--- src/rtl/core/rgb2hsv_pkg.sv ---
// ============================================================================
// rgb2hsv_pkg
// Types and constants shared by the RGB to HSV pixel converter.
// ============================================================================
package rgb2hsv_pkg;

    localparam int ChanW = 8;
    localparam int HueW  = 9;
    localparam int QBits = 8;   // quotient bits, one per divide stage
    localparam int NumW  = 16;  // holds 255 * 255

    localparam logic [HueW-1:0]  HueBaseRed    = 9'd0;
    localparam logic [HueW-1:0]  HueBaseRedNeg = 9'd360;
    localparam logic [HueW-1:0]  HueBaseGreen  = 9'd120;
    localparam logic [HueW-1:0]  HueBaseBlue   = 9'd240;
    localparam logic [NumW-1:0]  HueScale      = 16'd60;
    localparam logic [NumW-1:0]  SatScale      = 16'd255;
    localparam logic [ChanW-1:0] SatFull       = 8'd255;

    typedef enum logic [1:0] {
        SEC_GREY,
        SEC_RED,
        SEC_GREEN,
        SEC_BLUE
    } sector_t;

    typedef struct packed {
        logic [ChanW-1:0] cmax;
        logic [ChanW-1:0] cmin;
        logic [ChanW-1:0] delta;
        logic [ChanW-1:0] dabs;
        logic             neg;
        sector_t          sector;
    } front_t;

    typedef struct packed {
        logic [NumW-1:0]  rem_h;
        logic [NumW-1:0]  rem_s;
        logic [ChanW-1:0] div_h;
        logic [ChanW-1:0] div_s;
        logic [QBits-1:0] q_h;
        logic [QBits-1:0] q_s;
        logic             neg;
        sector_t          sector;
    } pipe_t;

endpackage

--- src/rtl/core/rgb_to_hsv_pixel_convert.sv ---
// ============================================================================
// rgb_to_hsv_pixel_convert
// Pipelined 8-bit RGB to integer HSV converter with two restoring dividers.
// ============================================================================
//  channel  | ports                                  | dir
//  ---------+----------------------------------------+-----
//  pixel    | s_valid s_ready s_blue s_green s_red   | in
//  hsv      | m_valid m_ready m_hue m_saturation     | out
//           | m_brightness                           |
//
//  One pixel per clock sustained while m_ready is held high.
//  Stages: min/max and sector, constant scaling, eight restoring divide
//  steps (one quotient bit each for hue and saturation), final offset.
//  Each stage has its own valid bit and accepts whenever it is empty or the
//  next stage moves, so stalls close bubbles and lose nothing.
//  aresetn clears all valid bits; payload registers are not reset.
// ============================================================================
module rgb_to_hsv_pixel_convert (
    input  logic       aclk,
    input  logic       aresetn,
    input  logic       s_valid,
    output logic       s_ready,
    input  logic [7:0] s_blue,
    input  logic [7:0] s_green,
    input  logic [7:0] s_red,
    output logic       m_valid,
    input  logic       m_ready,
    output logic [8:0] m_hue,
    output logic [7:0] m_saturation,
    output logic [7:0] m_brightness
);
    import rgb2hsv_pkg::*;

    localparam int NStg = QBits + 3;
    localparam int OutStg = NStg - 1;

    logic [NStg-1:0] vld_reg;
    logic [NStg-1:0] vld_next;
    logic [NStg:0]   rdy;

    front_t front_reg;
    front_t front_next;
    pipe_t  div_reg  [QBits+1];
    pipe_t  div_next [QBits+1];

    logic [HueW-1:0]  hue_reg;
    logic [HueW-1:0]  hue_next;
    logic [ChanW-1:0] sat_reg;
    logic [ChanW-1:0] sat_next;
    logic [ChanW-1:0] bright_reg;
    logic [ChanW-1:0] cmax_pipe_reg [QBits+1];

    // per-stage handshake
    assign rdy[NStg] = m_ready;
    for (genvar i = 0; i < NStg; i++) begin : g_rdy
        assign rdy[i] = !vld_reg[i] || rdy[i+1];
        if (i == 0) begin : g_first
            assign vld_next[i] = rdy[i] ? s_valid : vld_reg[i];
        end else begin : g_rest
            assign vld_next[i] = rdy[i] ? vld_reg[i-1] : vld_reg[i];
        end
    end

    always_ff @(posedge aclk) begin
        if (!aresetn) begin
            vld_reg <= '0;
        end else begin
            vld_reg <= vld_next;
        end
    end

    assign s_ready = rdy[0];

    // stage 0: max, min, sector, channel difference
    always_comb begin
        logic [ChanW-1:0] mx;
        logic [ChanW-1:0] mn;
        logic [ChanW-1:0] pa;
        logic [ChanW-1:0] pb;
        mx = s_blue;
        mn = s_blue;
        if (s_green > mx) mx = s_green;
        if (s_red > mx)   mx = s_red;
        if (s_green < mn) mn = s_green;
        if (s_red < mn)   mn = s_red;
        if (mx == mn) begin
            front_next.sector = SEC_GREY;
            pa = s_green;
            pb = s_blue;
        end else if (mx == s_red) begin
            front_next.sector = SEC_RED;
            pa = s_green;
            pb = s_blue;
        end else if (mx == s_green) begin
            front_next.sector = SEC_GREEN;
            pa = s_blue;
            pb = s_red;
        end else begin
            front_next.sector = SEC_BLUE;
            pa = s_red;
            pb = s_green;
        end
        front_next.cmax  = mx;
        front_next.cmin  = mn;
        front_next.delta = mx - mn;
        front_next.neg   = pa < pb;
        front_next.dabs  = (pa < pb) ? (pb - pa) : (pa - pb);
    end

    always_ff @(posedge aclk) begin
        if (rdy[0] && s_valid) begin
            front_reg <= front_next;
        end
    end

    // stage 1: scale numerators
    always_comb begin
        div_next[0].rem_h  = NumW'(front_reg.dabs) * HueScale;
        div_next[0].rem_s  = NumW'(front_reg.cmin) * SatScale;
        div_next[0].div_h  = front_reg.delta;
        div_next[0].div_s  = front_reg.cmax;
        div_next[0].q_h    = '0;
        div_next[0].q_s    = '0;
        div_next[0].neg    = front_reg.neg;
        div_next[0].sector = front_reg.sector;
    end

    // stages 2..QBits+1: one restoring divide step each, MSB first
    for (genvar k = 1; k <= QBits; k++) begin : g_div
        localparam int Bit = QBits - k;
        always_comb begin
            logic [NumW-1:0] th;
            logic [NumW-1:0] ts;
            th = NumW'(div_reg[k-1].div_h) << Bit;
            ts = NumW'(div_reg[k-1].div_s) << Bit;
            div_next[k] = div_reg[k-1];
            if (div_reg[k-1].rem_h >= th) begin
                div_next[k].rem_h    = div_reg[k-1].rem_h - th;
                div_next[k].q_h[Bit] = 1'b1;
            end
            if (div_reg[k-1].rem_s >= ts) begin
                div_next[k].rem_s    = div_reg[k-1].rem_s - ts;
                div_next[k].q_s[Bit] = 1'b1;
            end
        end
    end

    for (genvar j = 0; j <= QBits; j++) begin : g_div_reg
        always_ff @(posedge aclk) begin
            if (rdy[j+1] && vld_reg[j]) begin
                div_reg[j] <= div_next[j];
                if (j == 0) begin
                    cmax_pipe_reg[j] <= front_reg.cmax;
                end else begin
                    cmax_pipe_reg[j] <= cmax_pipe_reg[(j == 0) ? 0 : j-1];
                end
            end
        end
    end

    // last stage: hue offset and saturation complement
    always_comb begin
        logic [HueW-1:0] base;
        logic [HueW-1:0] q;
        q = HueW'(div_reg[QBits].q_h);
        case (div_reg[QBits].sector)
            SEC_RED:   base = div_reg[QBits].neg ? HueBaseRedNeg : HueBaseRed;
            SEC_GREEN: base = HueBaseGreen;
            SEC_BLUE:  base = HueBaseBlue;
            default:   base = '0;
        endcase
        if (div_reg[QBits].sector == SEC_GREY) begin
            hue_next = '0;
        end else if (div_reg[QBits].neg) begin
            hue_next = base - q;
        end else begin
            hue_next = base + q;
        end
        if (cmax_pipe_reg[QBits] == '0) begin
            sat_next = '0;
        end else begin
            sat_next = SatFull - div_reg[QBits].q_s;
        end
    end

    always_ff @(posedge aclk) begin
        if (rdy[OutStg] && vld_reg[OutStg-1]) begin
            hue_reg    <= hue_next;
            sat_reg    <= sat_next;
            bright_reg <= cmax_pipe_reg[QBits];
        end
    end

    assign m_valid      = vld_reg[OutStg];
    assign m_hue        = hue_reg;
    assign m_saturation = sat_reg;
    assign m_brightness = bright_reg;

endmodule

--- config.mk ---
export PLATFORM = sky130hd
export DESIGN_NAME = rgb_to_hsv_pixel_convert
export DESIGN_NICKNAME = d
export VERILOG_FILES = /design/src/rtl/core/rgb2hsv_pkg.sv /design/src/rtl/core/rgb_to_hsv_pixel_convert.sv
export SDC_FILE = /design/constraint.sdc
export NUM_CORES = 1
export LEC_CHECK = 0
export BUFFER_PORTS_ARGS = -buffer_cell sky130_fd_sc_hd__buf_2
export CAP_MARGIN = 5
export CORE_MARGIN = 2
export CORE_UTILIZATION = 45
export CTS_BUF_LIST = sky130_fd_sc_hd__clkbuf_8
export DETAILED_ROUTE_END_ITERATION = 6
export PLACE_DENSITY = 0.58
export SETUP_SLACK_MARGIN = 0.2
export SYNTH_ARGS = -nofsm -noshare
export SYNTH_HDL_FRONTEND = slang
export SYNTH_SLANG_ARGS = --single-unit
--- constraint.sdc ---
create_clock -name aclk -period 25.4 [get_ports aclk]
set_input_delay 5.08 -clock aclk [delete_from_list [all_inputs] [get_ports aclk]]
set_output_delay 5.08 -clock aclk [all_outputs]
set_load 0.03 [all_outputs]
==> results of run 1 <==
layer usage:
metal	routed length, µm	vias up
li1	-	9098
met1	21750	8604
met2	28130	342
met3	1837	123
met4	1799	0
met5	0	-
cell families (layout without fill, tap and decap cells):
logic type	Yosys count	in the layout	synth area share, %
fa+ha+maj	288	288	13.73
simple gates	587	587	9.747
flops	545	545	55.06
xor+xnor	154	154	4.568
buf+inv	370	549	4.784
compound gates	508	508	10.92
mux	34	34	1.195
other cells	0	1	0
worst register-to-register path, delay by kind of cell, from the launching register on:
kind                       cells  cell delay [ps]
buffers and inverters          2              120
xor gates and xnor gates       1              120
and+or+nand+nor                1              160
adders and majority gates      5             2460
DFF                            1              550
AOI/OAI and AO/OA              6             1190
cell usage in the layout (no fill, tap or decap), types with 8 or more instances in the layout:
cell and instances:
a31oi_1 8, mux2i_1 26, a211oi_1 14, dfxtp_1 11, o21ai_0 107, o21ai_1 8
nor3_1 29, nand3_1 32, nand2b_1 36, a21boi_0 30, fa_1 60, nand4_1 22
nor2b_1 48, o31ai_1 21, nand2_1 122, o21a_1 23, buf_4 14, a21oi_1 166
xnor2_1 86, nor2_1 194, and3_1 10, inv_1 342, nor4_1 32, buf_2 54
edfxtp_1 534, or3_1 13, clkbuf_8 94, a21o_1 63, clkinv_2 13, ha_1 228
clkinv_1 17, xor2_1 68, o21bai_1 8
through the flow:
step                std cells  worst slack (ps)  utilization (%)  power, mW  cell area (µm²)
global route             3521             11350            50.42      3.385            32620
finish                   3521             12210            50.42      3.121            32620
global placement         3355             11910            47.68      2.376            30840
CTS                      3520             12300            50.41      3.166            32620
detailed placement       3355             11650            47.68      2.402            30840
floorplan                2486             13090                -      2.159            29520
final cells by class:
type | instances | area (µm²) | area share, %
flip-flops and latches | 545 | 16260 | 49.84
multi-input cells | 1571 | 11960 | 36.66
clock buffers | 94 | 1294 | 3.966
inverters | 316 | 1186 | 3.637
well taps | 855 | 1070 | 3.280
clock inverters | 71 | 476.7 | 1.462
repair buffers | 68 | 375.4 | 1.151
diodes | 1 | 2.502 | 0.007672
worst paths after layout:
kind                            cells past startpoint                   endpoint  slack, ps
worst max-delay path                               35     front_reg[9]$_DFFE_PP_      12210
worst min-delay path                                0  div_reg[0][277]$_DFFE_PP_        400
worst max register to register                     15   div_reg[0][48]$_DFFE_PP_      20520
worst min register to register                      0  div_reg[0][277]$_DFFE_PP_        400
power by group:
part | switching [mW] | internal [mW] | total [mW]
Combinational | 0.651 | 0.550 | 1.20
Sequential | 0.0440 | 1.14 | 1.18
Clock | 0.333 | 0.407 | 0.739
Total | 1.03 | 2.09 | 3.12
==> results.py, run 1 <==
metrics = {
    "run_status": {
        "status": "finished clean",
    },
    "placed_design": {
        "io_buffers": 54,
        "place.gp.congestion": 0.8790,
        "place_hpwl_um": 41010,
    },
    "synth": {
        "syn-mean-instance-area_um2": 11.88,
        "yosysTopAreaCell": "edfxtp_1",
        "synth_fp_nets": 2802,
        "synth_ff_type": "edfxtp_1",
        "ys_types": 76,
        "synthCells": 2486,
        "postSynth.asyncResetShare_pct": 0,
        "synth_most_common_cell": "edfxtp_1",
        "synthesis.area_um2": 29520,
        "synthTopCellsByCount": "edfxtp_1, inv_1, ha_1",
        "ys_warn_count": 0,
        "ys_seq_elements": 545,
        "synth_edf_count": 534,
        "synth_area_leaders": "edfxtp_1, ha_1, fa_1",
        "yosysTopAreaCellShare_pct": 54.31,
        "ys_seq_area_share_pct": 55.06,
    },
    "clocking": {
        "cts_resized": 0,
        "post_cts_buffers": 0,
        "clk_path_buf_depth": 3,
        "numCtsBuffers": 91,
        "cts.sinks": 545,
        "clkTransAtPathRegs_ps": 60,
        "insertion_delay_ps": 650,
        "hold_buffers": 0,
        "cts_tree": "built",
        "cts-htree-levels": 3,
        "cts-root-buf": "clkbuf_8",
    },
    "critical_path": {
        "crit_start": "s_blue[5]",
        "cp.required_ps": 25780,
        "slowest_delay_ps": 970,
        "slowest_stage": "o21ai_1",
        "critical_path_class": "in2reg",
        "path_delay_family": "compound AO/OA/AOI/OAI gates",
        "crit_fanout": 44,
        "crit_path_start_kind": "input pin",
        "cp.buffers_inverters": 5,
        "crit_arrival_ps": 13570,
        "worstReg2RegStart": "front_reg[22]$_DFFE_PP_",
        "critPathCaptureType": "register",
    },
    "power": {
        "cellLeakagePower_nw": 13.08,
        "vdd_ir_drop_max_mv": 0.08693,
        "power.density_nw_per_um2": 95.68,
    },
    "final_layout": {
        "syn2layout_area_growth_pct": 10.48,
        "largest_reg_flops": 411,
        "drive_gt1_share_pct": 8.480,
        "fin_nets": 2909,
        "num-fill-cells": 5683,
    },
    "timing": {
        "fin_crit_ps": 13190,
        "hold_viol": 0,
        "slew_headroom_pct": 15.95,
        "min_period_over_period_pct": 51.94,
        "setup_tns_ps": 0,
        "clock_skew_ps": 34.07,
        "drv_slew": 0,
        "setup_viol": 0,
        "worst_pin_slew_ps": 1252,
        "rsz0062_at_grt": "no",
        "max_freq_mhz": 75.80,
        "timing.hold.ws_ps": 395.7,
    },
    "die": {
        "dieArea_um2": 67680,
        "die_y_um": 260.1,
        "dieWidth_um": 260.1,
        "rows": 93,
        "coreArea_um2": 64700,
        "pin_count": 55,
        "initial_core_util_pct": 45.64,
    },
    "detailed_routing": {
        "final_antenna_net_count": 0,
        "vias": 18170,
        "drtPass1Iterations": 6,
        "avgViaCountPerCell": 5.160,
        "wirelength_um": 53520,
        "drtIter0Drc": 878,
        "drc": 0,
        "wire_per_inst_um": 15.20,
    },
    "global_routing": {
        "grtUsageMet3_pct": 2.554,
        "grt-busiest-layer": "met2",
        "grt_pass1_wl_um": 89480,
        "grt-ovfl-total": 0,
        "grt_pass1_vias": 18860,
        "grt.met2_usage_pct": 30.50,
        "antenna_found_initial": 1,
        "grt_max_degree": 65,
        "use_met1_pct": 17.81,
        "grt_util_all_layers_pct": 16.22,
    },
    "min_path": {
        "hold_path.class": "reg2reg",
        "worstHoldStart": "div_reg[0][210]$_DFFE_PP_",
    },
    "job": {
        "maxCapViolCount": 0,
    },
}
(Power assumes the default switching activity.)
==> inputs of run 2 (changes only) <==
==> constraint.sdc (replaced) <==
create_clock -name aclk -period 12.5 [get_ports aclk]
set_input_delay 2.5 -clock aclk [delete_from_list [all_inputs] [get_ports aclk]]
set_output_delay 2.5 -clock aclk [all_outputs]
set_load 0.03 [all_outputs]
==> run 2 against run 1 <==
Net effect: die area unchanged; cell area down 0.39%; flip-flop and latch count did not move; core utilization fell by 0.20 points; register-to-register slack worse by 13000 ps; sequential power up 100%; clock-buffer cell count increased by 3; critical path depth is the same; non-clock buffer count up 1; power grew 100%; first-iteration DRC count is 18% lower.
==> results.py, run 2 (same netlist as run 1, synthesis figures left out) <==
metrics = {
    "final_layout": {
        "fin_nets": 2907,
        "ff_latch_area_um2": 16260,
        "num-fill-cells": 5655,
        "final_cell_mix": "edfxtp_1, inv_1, ha_1",
        "multi_input_area_um2": 11960,
        "largest_reg_flops": 411,
        "drive_gt1_share_pct": 8.531,
        "final_common_cell": "edfxtp_1",
        "post-route-util_pct": 50.22,
        "syn2layout_area_growth_pct": 10.05,
        "final_area_um2": 32490,
    },
    "timing": {
        "worst_pin_slew_ps": 1076,
        "clock_skew_ps": 19.71,
        "slew_headroom_pct": 28.03,
        "max_freq_mhz": 96.83,
        "setup_viol": 0,
        "fin_crit_ps": 10330,
        "setup_ws_ps": 2173,
        "hold_viol": 0,
        "setup_tns_ps": 0,
        "rsz0062_at_grt": "no",
        "drv_slew": 0,
        "min_period_over_period_pct": 82.62,
    },
    "power": {
        "p_total_mw": 6.252,
        "power.density_nw_per_um2": 192.4,
        "vdd_ir_drop_max_mv": 0.1561,
        "cellLeakagePower_nw": 13.02,
    },
    "global_routing": {
        "antenna_found_initial": 1,
        "grt_pass1_wl_um": 90260,
        "grt-ovfl-total": 0,
        "grt_util_all_layers_pct": 16.38,
        "grt_max_degree": 65,
        "grt_pass1_vias": 19030,
    },
    "placed_design": {
        "pre_cts_ws_ps": 1302,
        "place.gp.congestion": 0.8865,
        "place_hpwl_um": 41510,
        "io_buffers": 54,
        "placed_cell_area_um2": 30840,
    },
    "detailed_routing": {
        "wl_met3_um": 1939,
        "avgViaCountPerCell": 5.174,
        "wirelength_um": 54450,
        "drtIter0Drc": 723,
        "vias": 18200,
        "drt-met1-wl_um": 22290,
        "wire_per_inst_um": 15.48,
        "met2WireLength_um": 28120,
        "top_layer": "met4",
        "drtPass1Iterations": 5,
        "final_antenna_net_count": 0,
        "drc": 0,
    },
    "die": {
        "rows": 93,
        "coreArea_um2": 64700,
        "die_y_um": 260.1,
        "dieWidth_um": 260.1,
        "initial_core_util_pct": 45.64,
        "dieArea_um2": 67680,
        "pin_count": 55,
    },
    "run_status": {
        "status": "finished clean",
    },
    "critical_path": {
        "path_delay_family": "compound AO/OA/AOI/OAI gates",
        "cp.buffers_inverters": 6,
        "crit_fanout": 44,
        "critPathCaptureType": "register",
        "r2r_slack_ps": 7640,
        "crit_path_start_kind": "input pin",
        "slowest_delay_ps": 750,
        "slowest_stage": "nor2_1",
        "critical_path_class": "in2reg",
        "crit_arrival_ps": 10700,
        "cp.required_ps": 12870,
    },
    "clocking": {
        "post_cts_buffers": 0,
        "insertion_delay_ps": 640,
        "cts_resized": 0,
        "clk_path_buf_depth": 3,
        "cts-htree-levels": 3,
        "numCtsBuffers": 88,
        "cts.sinks": 545,
        "hold_buffers": 0,
        "clkTransAtPathRegs_ps": 60,
        "cts-root-buf": "clkbuf_8",
        "cts_tree": "built",
    },
    "job": {
        "maxCapViolCount": 0,
    },
    "min_path": {
        "hold_path.class": "reg2reg",
    },
}
==> run 2: worst register-to-register path, stage by stage, from the launching register on <==
cell      delay, ps
edfxtp_1        560
fa_1            670
inv_1            80
fa_1            480
inv_1            50
fa_1            500
fa_1            490
ha_1            320
a21boi_0        240
o21ai_0         140
a21boi_0        250
o21ai_0         140
a21boi_0        260
o21ai_0         160
a21oi_1         190
xnor2_1          90
==> run 2: final timing paths <==
| check | startpoint | endpoint | cells after the start |
|---|---|---|---|
| worst max-delay path | s_blue[5] | front_reg[9]$_DFFE_PP_ | 35 |
| worst min-delay path | div_next[566]$_DFFE_PP_ | div_reg[0][30]$_DFFE_PP_ | 0 |
| worst max register to register | front_reg[22]$_DFFE_PP_ | div_reg[0][50]$_DFFE_PP_ | 15 |
| worst min register to register | div_next[566]$_DFFE_PP_ | div_reg[0][30]$_DFFE_PP_ | 0 |
==> run 2: layout make-up <==
type	instances	share of cell area, %
antenna	1	0.007702
clock buffer	97	4.109
clock inverter	63	0.9165
inverter	316	3.651
multi-input combinational	1571	36.80
sequential	545	50.03
tap	855	3.293
timing repair buffer	69	1.190
==> run 2: metal layers <==
layer / up-vias / GRT usage [%]
met5: - / 0
met1: 8594 / 17.93
met4: 0 / 8.238
met2: 354 / 30.41
li1: 9104 / -
met3: 144 / 2.778
==> run 2: stage by stage <==
| stage | instances | hold WS, ps |
|---|---|---|
| finish | 3517 | 414.1 |
| detailed placement | 3355 | 404.5 |
| CTS | 3515 | 414.1 |
| global placement | 3355 | 400.8 |
| floorplan | 2486 | 400.3 |
| global route | 3517 | 420.3 |
==> run 2: where the power goes <==
group          internal, mW  leakage, nW  switching [mW]
Sequential             2.31         4.85          0.0917
Clock                 0.735        0.927           0.676
Combinational          1.12         7.24            1.32
==> inputs of run 3 (changes only) <==
--- a/config.mk
+++ b/config.mk
@@ -11,7 +11,7 @@
 export CORE_UTILIZATION = 45
 export CTS_BUF_LIST = sky130_fd_sc_hd__clkbuf_8
 export DETAILED_ROUTE_END_ITERATION = 6
-export PLACE_DENSITY = 0.58
+export PLACE_DENSITY = 0.61
 export SETUP_SLACK_MARGIN = 0.2
 export SYNTH_ARGS = -nofsm -noshare
 export SYNTH_HDL_FRONTEND = slang
==> constraint.sdc (replaced) <==
create_clock -name aclk -period 9 [get_ports aclk]
set_input_delay 1.8 -clock aclk [delete_from_list [all_inputs] [get_ports aclk]]
set_output_delay 1.8 -clock aclk [all_outputs]
set_load 0.03 [all_outputs]
==> run 3 against run 2 <==
Net effect: die area is the same; clock skew grew 10 ps; non-clock buffer count grew 26; combinational power grew 41%; clock power grew 43%; via count grew 0.41%; clock-buffer cell count shrank 3; hold slack lost 9.6 ps; cell area grew 1.0%; critical path type unchanged; flip-flop and latch count is the same; sequential share of layout area shrank 0.51 points.
==> results.py, run 3 (same netlist as run 1, synthesis figures left out) <==
metrics = {
    "final_layout": {
        "num-fill-cells": 5651,
        "syn2layout_area_growth_pct": 11.18,
        "final_common_cell": "edfxtp_1",
        "final_cell_mix": "edfxtp_1, inv_1, ha_1",
        "finalNonFillerCells": 3550,
        "final_area_um2": 32820,
        "multi_input_area_um2": 11980,
        "fin_nets": 2936,
        "drive_gt1_share_pct": 9.577,
        "largest_reg_flops": 411,
        "ff_latch_area_um2": 16260,
        "post-route-util_pct": 50.73,
    },
    "critical_path": {
        "crit_arrival_ps": 8620,
        "cp.buffers_inverters": 8,
        "slowest_stage": "ha_1",
        "crit_fanout": 31,
        "path_delay_family": "compound AO/OA/AOI/OAI gates",
        "crit_path_start_kind": "input pin",
        "crit_top_cell": "ha_1",
        "slowest_delay_ps": 370,
        "cp.required_ps": 9370,
        "critical_path_class": "in2reg",
        "r2r_slack_ps": 4070,
        "critPathCaptureType": "register",
    },
    "timing": {
        "setup_ws_ps": 753.1,
        "hold_viol": 0,
        "slew_headroom_pct": 27.47,
        "rsz0062_at_grt": "no",
        "min_period_over_period_pct": 91.63,
        "setup_tns_ps": 0,
        "setup_viol": 0,
        "timing.hold.ws_ps": 404.5,
        "fin_crit_ps": 8247,
        "worst_pin_slew_ps": 1084,
        "max_freq_mhz": 121.3,
        "clock_skew_ps": 29.93,
        "drv_slew": 0,
    },
    "global_routing": {
        "grt-ovfl-total": 0,
        "grt_pass1_vias": 19090,
        "grt_pass1_wl_um": 89740,
        "grt_max_degree": 65,
        "grt_util_all_layers_pct": 16.17,
        "antenna_found_initial": 1,
    },
    "detailed_routing": {
        "final_antenna_net_count": 0,
        "drtPass1Iterations": 5,
        "drtIter0Drc": 875,
        "wirelength_um": 53370,
        "drc": 0,
        "wire_per_inst_um": 15.03,
        "avgViaCountPerCell": 5.146,
        "vias": 18270,
    },
    "clocking": {
        "cts-htree-levels": 3,
        "insertion_delay_ps": 650,
        "hold_buffers": 0,
        "numCtsBuffers": 90,
        "clkTransAtPathRegs_ps": 60,
        "cts_tree": "built",
        "clk_path_buf_depth": 3,
        "cts.sinks": 545,
        "cts-root-buf": "clkbuf_8",
    },
    "placed_design": {
        "io_buffers": 54,
        "place_hpwl_um": 40890,
        "placed_cell_area_um2": 31030,
        "dp_cells": 3377,
        "place.gp.congestion": 0.8725,
        "pre_cts_ws_ps": -146.7,
    },
    "power": {
        "power.density_nw_per_um2": 268.2,
        "vdd_ir_drop_max_mv": 0.2235,
        "p_total_mw": 8.802,
        "cellLeakagePower_nw": 13.20,
    },
    "die": {
        "rows": 93,
        "pin_count": 55,
        "coreArea_um2": 64700,
        "dieWidth_um": 260.1,
        "initial_core_util_pct": 45.64,
        "die_y_um": 260.1,
        "dieArea_um2": 67680,
    },
    "run_status": {
        "status": "finished clean",
    },
    "min_path": {
        "hold_path.class": "reg2reg",
    },
    "job": {
        "maxCapViolCount": 0,
    },
}
-- run 3: cell count changes in the layout (fill, tap and decap cells not counted), sizes merged --
cell and change:
a21o +1, buf +26, inv +10, clkinv -5, clkbuf -3, clkinvlp +2
bufinv +2
-- run 3: power by group --
| part | internal (mW) | switching, mW |
|---|---|---|
| clock | 1.06 | 0.957 |
| sequential | 3.21 | 0.122 |
| combinational | 1.60 | 1.85 |
| total | 5.88 | 2.93 |
-- run 3: cell type report --
cell class	instances	area share [%]
Antenna cell	1	0.007624
Sequential cell	545	49.52
Clock buffer	94	3.941
Inverter	316	3.614
Clock inverter	72	1.281
Timing Repair Buffer	95	1.875
Tap cell	855	3.259
Multi-Input combinational cell	1572	36.50
-- run 3: what timing repair did --
| item | CTS | global route |
|---|---|---|
| setup endpoints to repair | 0 | 3 |
| setup buffers | 0 | 5 |
| resized for setup | 0 | 6 |
| endpoints found under the hold margin | 0 | 0 |
-- run 3: layer usage --
| metal | routed length, µm | vias up | track usage (%) |
|---|---|---|---|
| met1 | 21720 | 8653 | 17.99 |
| li1 | - | 9173 | - |
| met3 | 1707 | 130 | 2.388 |
| met5 | 0 | - | 0 |
| met2 | 28070 | 314 | 30.37 |
| met4 | 1864 | 0 | 7.254 |
-- run 3: worst paths after layout --
kind / to / depth (start not counted) / start
setup / recovery: front_reg[9]$_DFFE_PP_ / 36 / s_blue[3]
hold reg to reg: div_reg[0][337]$_DFFE_PP_ / 0 / div_reg[0][270]$_DFFE_PP_
hold / removal: div_reg[0][337]$_DFFE_PP_ / 0 / div_reg[0][270]$_DFFE_PP_
setup reg to reg: div_reg[0][48]$_DFFE_PP_ / 15 / front_reg[22]$_DFFE_PP_
-- run 3: worst reg2reg max path, delay by kind of cell (launching register included) --
kind / cells / cell delay (ps)
adder cells (fa/ha/maj): 5 / 2480
buffers and inverters: 2 / 120
AND/OR/NAND/NOR: 1 / 160
XOR/XNOR: 1 / 120
AO/OA/AOI/OAI: 6 / 1220
flip-flops: 1 / 560
